[src/rtl/cfpr_pkg.sv]
// Shared constants and types for the framed packet receiver.
package cfpr_pkg;

  localparam int BUF_DEPTH_DEF = 64;

  localparam int BYTE_W  = 8;
  localparam int CRC_W   = 16;
  localparam int STAT_W  = 2;
  localparam int COUNT_W = 7;
  localparam int IDX_W   = 2;

  localparam logic [CRC_W-1:0] CRC_INIT = 16'hFFFF;
  localparam logic [CRC_W-1:0] CRC_POLY = 16'hA001;

  localparam logic [BYTE_W-1:0] ADDR_RESET   = 8'hA1;
  localparam logic [BYTE_W-1:0] OPTION_RESET = 8'h66;
  localparam logic              CHECK_RESET  = 1'b1;

  localparam logic [IDX_W-1:0] REG_STATION = 2'd0;
  localparam logic [IDX_W-1:0] REG_OPTION  = 2'd1;
  localparam logic [IDX_W-1:0] REG_CHECK   = 2'd2;

  localparam logic [STAT_W-1:0] ST_DATA     = 2'd0;
  localparam logic [STAT_W-1:0] ST_EMPTY    = 2'd1;
  localparam logic [STAT_W-1:0] ST_CRCERR   = 2'd2;
  localparam logic [STAT_W-1:0] ST_OVERFLOW = 2'd3;

  typedef enum logic [3:0] {
    PH_HUNT   = 4'b0001,
    PH_OPTION = 4'b0010,
    PH_LENGTH = 4'b0100,
    PH_BODY   = 4'b1000
  } phase_t;

  typedef enum logic [5:0] {
    S_IDLE  = 6'b000001,
    S_CRC   = 6'b000010,
    S_CHECK = 6'b000100,
    S_ONE   = 6'b001000,
    S_READ  = 6'b010000,
    S_EMIT  = 6'b100000
  } state_t;

endpackage

[src/rtl/cfpr_ram.sv]
// Generic single-write, single-read RAM with registered read data.
module cfpr_ram #(
  parameter int WIDTH = 8,
  parameter int DEPTH = 64
) (
  input  logic                     clk,
  input  logic                     we,
  input  logic [$clog2(DEPTH)-1:0] waddr,
  input  logic [WIDTH-1:0]         wdata,
  input  logic [$clog2(DEPTH)-1:0] raddr,
  output logic [WIDTH-1:0]         rdata
);

  logic [WIDTH-1:0] mem [DEPTH];

  always_ff @(posedge clk) begin
    if (we) begin
      mem[waddr] <= wdata;
    end
    rdata <= mem[raddr];
  end

endmodule

[src/rtl/crc16_framed_packet_receiver_top.sv]
// Top level of the framed packet receiver with Modbus CRC-16 check.
//
// Input channel (in_valid / in_ready / rx_byte) takes one received word at a
// time. A frame is the station address, the option byte, a nonzero length
// and that many body words. With checking on, the last two body words are a
// Modbus CRC-16, low byte first, over header and payload.
// Output channel (out_valid / out_ready / status, payload_byte, last,
// payload_count) gives the payload words of a good frame with last on the
// final one, or one empty-frame, checksum-error or overflow word.
// Configuration: cfg_write / cfg_index / cfg_data, written while idle.
// Timing: the CRC is updated one bit per cycle, and no input word is taken
// while a word is being folded into it; each body word folds in the word
// two places before it, so the first two body words fold in none. Payload
// words are read from the body buffer, a registered read, one at a time,
// each passing a read state and an emit state before it enters the output
// register.
// Reset: registers return to their defaults, the receiver hunts for an
// address and the output register is empty. When the receiver downstream
// stalls, the output register holds its word and no further input word is
// taken until the last result of the frame has entered the output register.
module crc16_framed_packet_receiver_top #(
  parameter int BUF_DEPTH = cfpr_pkg::BUF_DEPTH_DEF
) (
  input  logic                         clk,
  input  logic                         rst,
  input  logic                         cfg_write,
  input  logic [cfpr_pkg::IDX_W-1:0]   cfg_index,
  input  logic [cfpr_pkg::BYTE_W-1:0]  cfg_data,
  input  logic                         in_valid,
  output logic                         in_ready,
  input  logic [cfpr_pkg::BYTE_W-1:0]  rx_byte,
  output logic                         out_valid,
  input  logic                         out_ready,
  output logic [cfpr_pkg::STAT_W-1:0]  status,
  output logic [cfpr_pkg::BYTE_W-1:0]  payload_byte,
  output logic                         last,
  output logic [cfpr_pkg::COUNT_W-1:0] payload_count
);

  // Body counter holds values up to the depth itself; address indexes only.
  localparam int CNT_W = $clog2(BUF_DEPTH + 1);
  localparam int AW    = $clog2(BUF_DEPTH);

  // Configuration registers
  logic [cfpr_pkg::BYTE_W-1:0] station_address;
  logic [cfpr_pkg::BYTE_W-1:0] option_byte;
  logic                        check_enable;

  // Frame state
  cfpr_pkg::state_t            state;
  cfpr_pkg::phase_t            phase;
  logic [cfpr_pkg::BYTE_W-1:0] declared_length;
  logic [CNT_W-1:0]            body_count;
  logic [cfpr_pkg::CRC_W-1:0]  crc;
  logic [cfpr_pkg::BYTE_W-1:0] crc_data;
  logic [2:0]                  bit_cnt;
  logic                        check_after;
  // Last two body words: the CRC trails the body by two words, and at the
  // end of a frame these two are the received checksum.
  logic [cfpr_pkg::BYTE_W-1:0] hist1;
  logic [cfpr_pkg::BYTE_W-1:0] hist2;
  logic [cfpr_pkg::STAT_W-1:0] res_status;
  logic [CNT_W-1:0]            emit_len;
  logic [AW-1:0]               rd_idx;

  logic                        accept;
  logic                        slot_free;
  logic                        out_load;
  logic                        crc_fb;
  logic [cfpr_pkg::CRC_W-1:0]  crc_step;
  logic                        overflow;
  logic                        ram_we;
  logic [cfpr_pkg::BYTE_W-1:0] ram_rdata;
  logic [cfpr_pkg::CRC_W-1:0]  rx_crc;
  logic [CNT_W-1:0]            len_trunc;
  logic                        emit_last;

  assign in_ready  = (state == cfpr_pkg::S_IDLE);
  assign accept    = in_valid && in_ready;
  assign slot_free = !out_valid || out_ready;
  assign out_load  = slot_free && (state == cfpr_pkg::S_ONE || state == cfpr_pkg::S_EMIT);

  // One bit of the reflected CRC per cycle, data LSB first.
  assign crc_fb   = crc[0] ^ crc_data[0];
  assign crc_step = {1'b0, crc[cfpr_pkg::CRC_W-1:1]}
                    ^ (crc_fb ? cfpr_pkg::CRC_POLY : '0);

  assign overflow  = (body_count >= CNT_W'(BUF_DEPTH));
  assign ram_we    = accept && (phase == cfpr_pkg::PH_BODY) && !overflow;
  assign rx_crc    = {hist1, hist2};
  assign len_trunc = CNT_W'(declared_length);
  assign emit_last = ((CNT_W'(rd_idx) + CNT_W'(1)) == emit_len);

  cfpr_ram #(
    .WIDTH (cfpr_pkg::BYTE_W),
    .DEPTH (BUF_DEPTH)
  ) u_body_ram (
    .clk   (clk),
    .we    (ram_we),
    .waddr (body_count[AW-1:0]),
    .wdata (rx_byte),
    .raddr (rd_idx),
    .rdata (ram_rdata)
  );

  // Configuration port; unknown indexes are dropped.
  always_ff @(posedge clk) begin
    if (rst) begin
      station_address <= cfpr_pkg::ADDR_RESET;
      option_byte     <= cfpr_pkg::OPTION_RESET;
      check_enable    <= cfpr_pkg::CHECK_RESET;
    end else if (cfg_write) begin
      case (cfg_index)
        cfpr_pkg::REG_STATION: station_address <= cfg_data;
        cfpr_pkg::REG_OPTION:  option_byte     <= cfg_data;
        cfpr_pkg::REG_CHECK:   check_enable    <= cfg_data[0];
        default: ;
      endcase
    end
  end

  // Frame sequencer
  always_ff @(posedge clk) begin
    if (rst) begin
      state           <= cfpr_pkg::S_IDLE;
      phase           <= cfpr_pkg::PH_HUNT;
      declared_length <= '0;
      body_count      <= '0;
      crc             <= cfpr_pkg::CRC_INIT;
      bit_cnt         <= '0;
      check_after     <= 1'b0;
      rd_idx          <= '0;
      out_valid       <= 1'b0;
    end else begin
      // Load a fresh word or drop the one just taken.
      if (out_load) begin
        out_valid <= 1'b1;
      end else if (out_ready) begin
        out_valid <= 1'b0;
      end
      case (state)
        cfpr_pkg::S_IDLE: begin
          if (accept) begin
            bit_cnt <= '0;
            case (phase)
              cfpr_pkg::PH_HUNT: begin
                if (rx_byte == station_address) begin
                  body_count  <= '0;
                  crc         <= cfpr_pkg::CRC_INIT;
                  crc_data    <= rx_byte;
                  phase       <= cfpr_pkg::PH_OPTION;
                  check_after <= 1'b0;
                  state       <= cfpr_pkg::S_CRC;
                end
              end
              cfpr_pkg::PH_OPTION: begin
                if (rx_byte == option_byte) begin
                  crc_data    <= rx_byte;
                  phase       <= cfpr_pkg::PH_LENGTH;
                  check_after <= 1'b0;
                  state       <= cfpr_pkg::S_CRC;
                end else begin
                  phase      <= cfpr_pkg::PH_HUNT;
                  body_count <= '0;
                  crc        <= cfpr_pkg::CRC_INIT;
                end
              end
              cfpr_pkg::PH_LENGTH: begin
                if (rx_byte != '0) begin
                  declared_length <= rx_byte;
                  crc_data        <= rx_byte;
                  phase           <= cfpr_pkg::PH_BODY;
                  check_after     <= 1'b0;
                  state           <= cfpr_pkg::S_CRC;
                end else begin
                  phase      <= cfpr_pkg::PH_HUNT;
                  body_count <= '0;
                  crc        <= cfpr_pkg::CRC_INIT;
                end
              end
              cfpr_pkg::PH_BODY: begin
                if (overflow) begin
                  // Buffer full: drop the frame and report it.
                  phase      <= cfpr_pkg::PH_HUNT;
                  body_count <= '0;
                  crc        <= cfpr_pkg::CRC_INIT;
                  res_status <= cfpr_pkg::ST_OVERFLOW;
                  state      <= cfpr_pkg::S_ONE;
                end else begin
                  hist1      <= rx_byte;
                  hist2      <= hist1;
                  body_count <= body_count + CNT_W'(1);
                  crc_data   <= hist2;
                  if (body_count >= CNT_W'(2)) begin
                    check_after <= 1'b1;
                    state       <= cfpr_pkg::S_CRC;
                  end else begin
                    state <= cfpr_pkg::S_CHECK;
                  end
                end
              end
              default: phase <= cfpr_pkg::PH_HUNT;
            endcase
          end
        end
        cfpr_pkg::S_CRC: begin
          crc      <= crc_step;
          crc_data <= {1'b0, crc_data[cfpr_pkg::BYTE_W-1:1]};
          bit_cnt  <= bit_cnt + 3'd1;
          if (bit_cnt == 3'd7) begin
            state <= check_after ? cfpr_pkg::S_CHECK : cfpr_pkg::S_IDLE;
          end
        end
        cfpr_pkg::S_CHECK: begin
          if (8'(body_count) < declared_length) begin
            state <= cfpr_pkg::S_IDLE;
          end else begin
            // Frame complete: back to hunting, then decide the outcome.
            phase      <= cfpr_pkg::PH_HUNT;
            body_count <= '0;
            crc        <= cfpr_pkg::CRC_INIT;
            rd_idx     <= '0;
            if (check_enable && (declared_length < 8'd2 || rx_crc != crc)) begin
              res_status <= cfpr_pkg::ST_CRCERR;
              state      <= cfpr_pkg::S_ONE;
            end else if (check_enable && declared_length == 8'd2) begin
              res_status <= cfpr_pkg::ST_EMPTY;
              state      <= cfpr_pkg::S_ONE;
            end else begin
              emit_len <= check_enable ? (len_trunc - CNT_W'(2)) : len_trunc;
              state    <= cfpr_pkg::S_READ;
            end
          end
        end
        cfpr_pkg::S_ONE: begin
          if (slot_free) begin
            status        <= res_status;
            payload_byte  <= '0;
            last          <= 1'b1;
            payload_count <= '0;
            state         <= cfpr_pkg::S_IDLE;
          end
        end
        cfpr_pkg::S_READ: begin
          state <= cfpr_pkg::S_EMIT;
        end
        cfpr_pkg::S_EMIT: begin
          // Hold the read address until the output register can take the word.
          if (slot_free) begin
            status        <= cfpr_pkg::ST_DATA;
            payload_byte  <= ram_rdata;
            last          <= emit_last;
            payload_count <= cfpr_pkg::COUNT_W'(emit_len);
            if (emit_last) begin
              state <= cfpr_pkg::S_IDLE;
            end else begin
              rd_idx <= rd_idx + AW'(1);
              state  <= cfpr_pkg::S_READ;
            end
          end
        end
        default: state <= cfpr_pkg::S_IDLE;
      endcase
    end
  end

endmodule
[config.mk]
export PLATFORM = sky130hd
export DESIGN_NAME = crc16_framed_packet_receiver_top
export DESIGN_NICKNAME = d
export VERILOG_FILES = /design/src/rtl/cfpr_pkg.sv /design/src/rtl/cfpr_ram.sv /design/src/rtl/crc16_framed_packet_receiver_top.sv
export SDC_FILE = /design/constraint.sdc
export NUM_CORES = 1
export LEC_CHECK = 0
export ABC_AREA = 1
export BUFFER_PORTS_ARGS = -buffer_cell sky130_fd_sc_hd__buf_4
export CAP_MARGIN = 20
export CORE_ASPECT_RATIO = 0.7
export CORE_MARGIN = 2
export CORE_UTILIZATION = 50
export CTS_CLUSTER_SIZE = 12
export DETAILED_ROUTE_END_ITERATION = 8
export PLACE_DENSITY = 0.66
export SLEW_MARGIN = 40
export SYNTH_ARGS = -nofsm -noshare
export SYNTH_HDL_FRONTEND = slang
export SYNTH_SLANG_ARGS = --single-unit
[constraint.sdc]
create_clock -name clk -period 7.6 [get_ports clk]
set_clock_uncertainty 0.1 [all_clocks]
set_input_delay 0.76 -clock clk [delete_from_list [all_inputs] [get_ports clk]]
set_output_delay 0.76 -clock clk [all_outputs]
set_load 0.05 [all_outputs]
==> summary.md <==
| Metric | Value |
|---|---|
| Mux share of post-synthesis cell area | `0` |
| Ant diodes | `0` |
| Post-route ant nets | `0` |
| Unique masters post-synth | `40` |
| CP arrival | `4.12 ns` |
| Synthesized-area fraction occupied by adder cells | `0.00563` |
| Hold depth | `3` |
| Placement row count | `70` |
| Max IR drop VDD | `between 0.2 and 0.25 mV` |
| Min Hold Slack | `a little under 0.3 ns` |
| Vias/cell | `5.89` |
| Post-route setup slack | `3.93 ns` |
| Fin. Hold Viols | `0` |
| Worst min path class | `input pin to flop` |
| Leak pwr | `between 10 and 15 nW` |
| Die width | `~280 um` |
| I/O Buffers | `between 40 and 50` |
| Drt wl/cell | `22.0 um` |
| Simple-gate share of the synthesized area | `0.140` |
| Clk_lat worst skew | `roughly 0.60 ns` |
| FF-to-FF setup slack | `3.93 ns` |
| Setup bufs post-CTS | `0` |
| Routability-driven placement congestion ratio | `approximately 0.90` |
| Critical path's slowest cell | `buf_4` |
| # resized after CTS | `0` |
| RSZ-0062 raised after global routing | `false` |
| CTS Buffer Depth | `3` |
| Top Usage Layer GRT | `met1` |
| Util after Layout | `0.558` |
| Num Clock Sinks | `640` |
| Max frequency | `roughly 270 MHz` |
| Netlist Area Pre-Place | `between 0.02 and 0.03 sq mm` |
| Die height | `around 200 um` |
| First-pass GRT wire length | `105,000 um` |
| Setup violations, final | `0` |
| Crit path cell chain | `clkinv_2 > buf_4 > o21ai_0 > o22ai_1 > o21ai_0 > o21ai_0 > nand3_1 > nand2_1` |
| Worst Setup EP | `u_body_ram.rdata[7]$_DFF_P_` |
| I/O pin total | `43` |
| Sequential-to-total area share from yosys stat | `0.692` |
| Max Slew Vio Count | `0` |
| Post-Syn Instances | `around 2.4k` |
| Worst-path maximum fanout | `between 70 and 80` |
| Routing usage on met3 | `0.0634` |
| RR Endpoint | `u_body_ram.rdata[7]$_DFF_P_` |
| Met2 usage | `0.364` |
| EDFF count, synth | `563` |
| Total track usage | `0.250` |
| Cts bufs inserted | `60` |
| CTS tree | `yes` |
| Async SR Flop Fraction | `0` |
| GRT Residual Overflow | `0` |
| Max Cap Violations | `0` |
| Crit. Startpoint | `rd_idx[1]$_SDFFE_PP0P_` |
| Synth Net Count | `~2.4k` |
| Post-Route Setup TNS | `0 ns` |
| Buf+Inv Stages, Crit Path | `2` |
| Syn Area/Cell | `about 11 sq um` |
| Hold path startpoint | `cfg_data[5]` |
| Startpoint Class | `flop` |
| Most used cell, CP | `o21ai_0` |
| CTS Hold Bufs | `0` |
| Layout cells sized above 1 | `0.0799` |
| Slew of the pin with the lowest slew margin | `0.944 ns` |
| Crit. End Element | `flop` |
| M1 GR Usage | `0.372` |
| Setup CP Type | `flop to flop` |
| Most used DFF post-synth | `edfxtp_1` |
| Status | `finished clean` |
| Nets | `around 2.4k` |
| Pre-CTS setup slack | `around 4.1 ns` |
| CTS root buf | `clkbuf_16` |
| Residual DRC | `0` |
| Core footprint | `0.0525 sq mm` |
| Vias in the first global route | `approximately 18k` |
| R2R depth | `8` |
| Vias | `18.4k` |
| Yosys reg bits | `640` |
| Drt total wl | `roughly 69,000 um` |
| Die area | `about 0.055 sq mm` |
| DP HPWL | `39,700 um` |
| Rel. slew slack | `0.364` |
| Kind of cell adding the most delay to the critical path | `buffers and inverters` |
| Largest net degree at the start of global routing | `138` |
| Initial antenna violation count | `5` |
| DR pass1 iterations | `6` |
| DRT iter0 DRCs | `roughly 2.4k` |
| Clock slew seen by the registers of the worst setup and hold paths | `about 0.060 ns` |
| Post-Synth XOR/XNOR Area | `0.00920` |
| Ys Warns | `0` |
| Starting Density | `0.508` |
| Cell depth of the worst setup path | `8` |
| Syn-to-layout area delta | `9.77%` |
| Post-synthesis compound-gate area fraction | `0.115` |
| Reg2reg start | `rd_idx[1]$_SDFFE_PP0P_` |
| H-tree Lvls | `2` |
| Largest family of logic cells by synthesized area | `simple AND/OR/NAND/NOR gates` |
| CP Data Required Time | `between 8 and 9 ns` |
| PD cells | `between 200 and 250 mW/mm^2` |
| Final Critical Period | `approximately 3.7 ns` |
| CP max stage delay | `0.75 ns` |
| Final period utilization | `0.483` |
==> worst min-delay path, cell delays in order <==
cell and delay (ns):
buf_4 0.08, nand2_1 0.04, nand3_1 0.06
==> cell families (layout without fill, tap and decap cells) <==
| kind of cell | count (synthesis) | after routing |
|---|---|---|
| AO/OA/AOI/OAI | 570 | 570 |
| XOR/XNOR | 28 | 28 |
| adder cells (fa/ha/maj) | 12 | 12 |
| buffers and inverters | 248 | 278 |
| flip-flops | 640 | 640 |
| AND/OR/NAND/NOR | 912 | 912 |
==> state kept, by name, summed over array words and instances (netlist names), 7 cells and up <==
| name | flops |
|---|---|
| payload_byte | 8 |
| option_byte | 8 |
| crc | 16 |
| crc_data | 8 |
| u_body_ram.rdata | 8 |
| payload_count | 7 |
| station_address | 8 |
| body_count | 7 |
| declared_length | 8 |
| hist2 | 8 |
| emit_len | 7 |
| hist1 | 8 |
| u_body_ram.mem | 512 |
==> power breakdown <==
group	leakage, nW	internal, mW	switching, mW
registers	5.70	3.87	0.0466
clock network	0.833	1.52	1.24
logic	3.77	0.181	0.447
==> cells in the mapped netlist, types with 3 or more instances <==
| cell | n | area, sq um |
|---|---|---|
| a21oi_1 | 58 | 290 |
| a31oi_1 | 8 | 50.1 |
| buf_1 | 3 | 11.3 |
| buf_2 | 42 | 210 |
| buf_6 | 4 | 45.0 |
| clkbuf_1 | 82 | 308 |
| dfxtp_1 | 77 | 1540 |
| edfxtp_1 | 563 | 16900 |
| ha_1 | 12 | 150 |
| inv_1 | 109 | 409 |
| inv_2 | 4 | 15.0 |
| nand2_1 | 307 | 1150 |
| nand2_2 | 9 | 56.3 |
| nand3_1 | 66 | 330 |
| nand3_2 | 9 | 90.1 |
| nand4_1 | 11 | 68.8 |
| nor2_1 | 481 | 1810 |
| nor2_2 | 5 | 31.3 |
| nor2_4 | 4 | 45.0 |
| nor3_1 | 8 | 40.0 |
| o211ai_1 | 9 | 67.6 |
| o21ai_0 | 332 | 1660 |
| o21ai_1 | 29 | 145 |
| o22ai_1 | 130 | 813 |
| or2_2 | 5 | 31.3 |
| xnor2_1 | 17 | 149 |
| xor2_1 | 11 | 96.3 |
==> cell type report <==
type / count / area, sq um
fill: 4398 / 23200
sequential: 640 / 18500
multi-input combinational: 1522 / 7250
clock buffer: 100 / 1710
tap: 684 / 856
timing repair buffer: 59 / 514
inverter: 116 / 447
clock inverter: 3 / 25.0
==> layout by cell type (no fill, tap or decap), drive strengths merged, types with 13 or more instances in the layout <==
master,Yosys,layout
o21ai,361,361
xnor2,17,17
a21oi,59,59
nor2,490,490
o22ai,130,130
nand2,317,317
nand4,13,13
clkbuf,82,100
edfxtp,563,563
buf,50,59
nand3,75,75
inv,114,113
dfxtp,77,77
==> worst min-delay path by stage <==
stage / slack [ns] / to
2_1_floorplan: 0.31 / emit_len[0]$_DFFE_PP_
3_3_place_gp: 0.32 / emit_len[0]$_DFFE_PP_
3_5_place_dp: 0.33 / emit_len[0]$_DFFE_PP_
4_1_cts: 0.27 / station_address[5]$_SDFFE_PP1P_
5_1_grt: 0.28 / station_address[5]$_SDFFE_PP1P_
6_report: 0.29 / station_address[5]$_SDFFE_PP1P_
==> layer usage <==
| layer | up-vias | wire length, um |
|---|---|---|
| met4 | 6 | 1670 |
| met2 | 803 | 29700 |
| li1 | 8476 | - |
| met5 | - | 37 |
| met3 | 113 | 6760 |
| met1 | 9010 | 30500 |
==> metrics by stage <==
step                      area (sq um)  instances  power, mW
after floorplan                  26700       2410       4.44
after global routing             29300       3124       7.56
after detailed placement         27500       3020       4.61
after CTS                        29200       3123       7.32
final                            29300       3124       7.30
after global placement           27400       3019       4.59
Power figures use the tool's default switching activity.
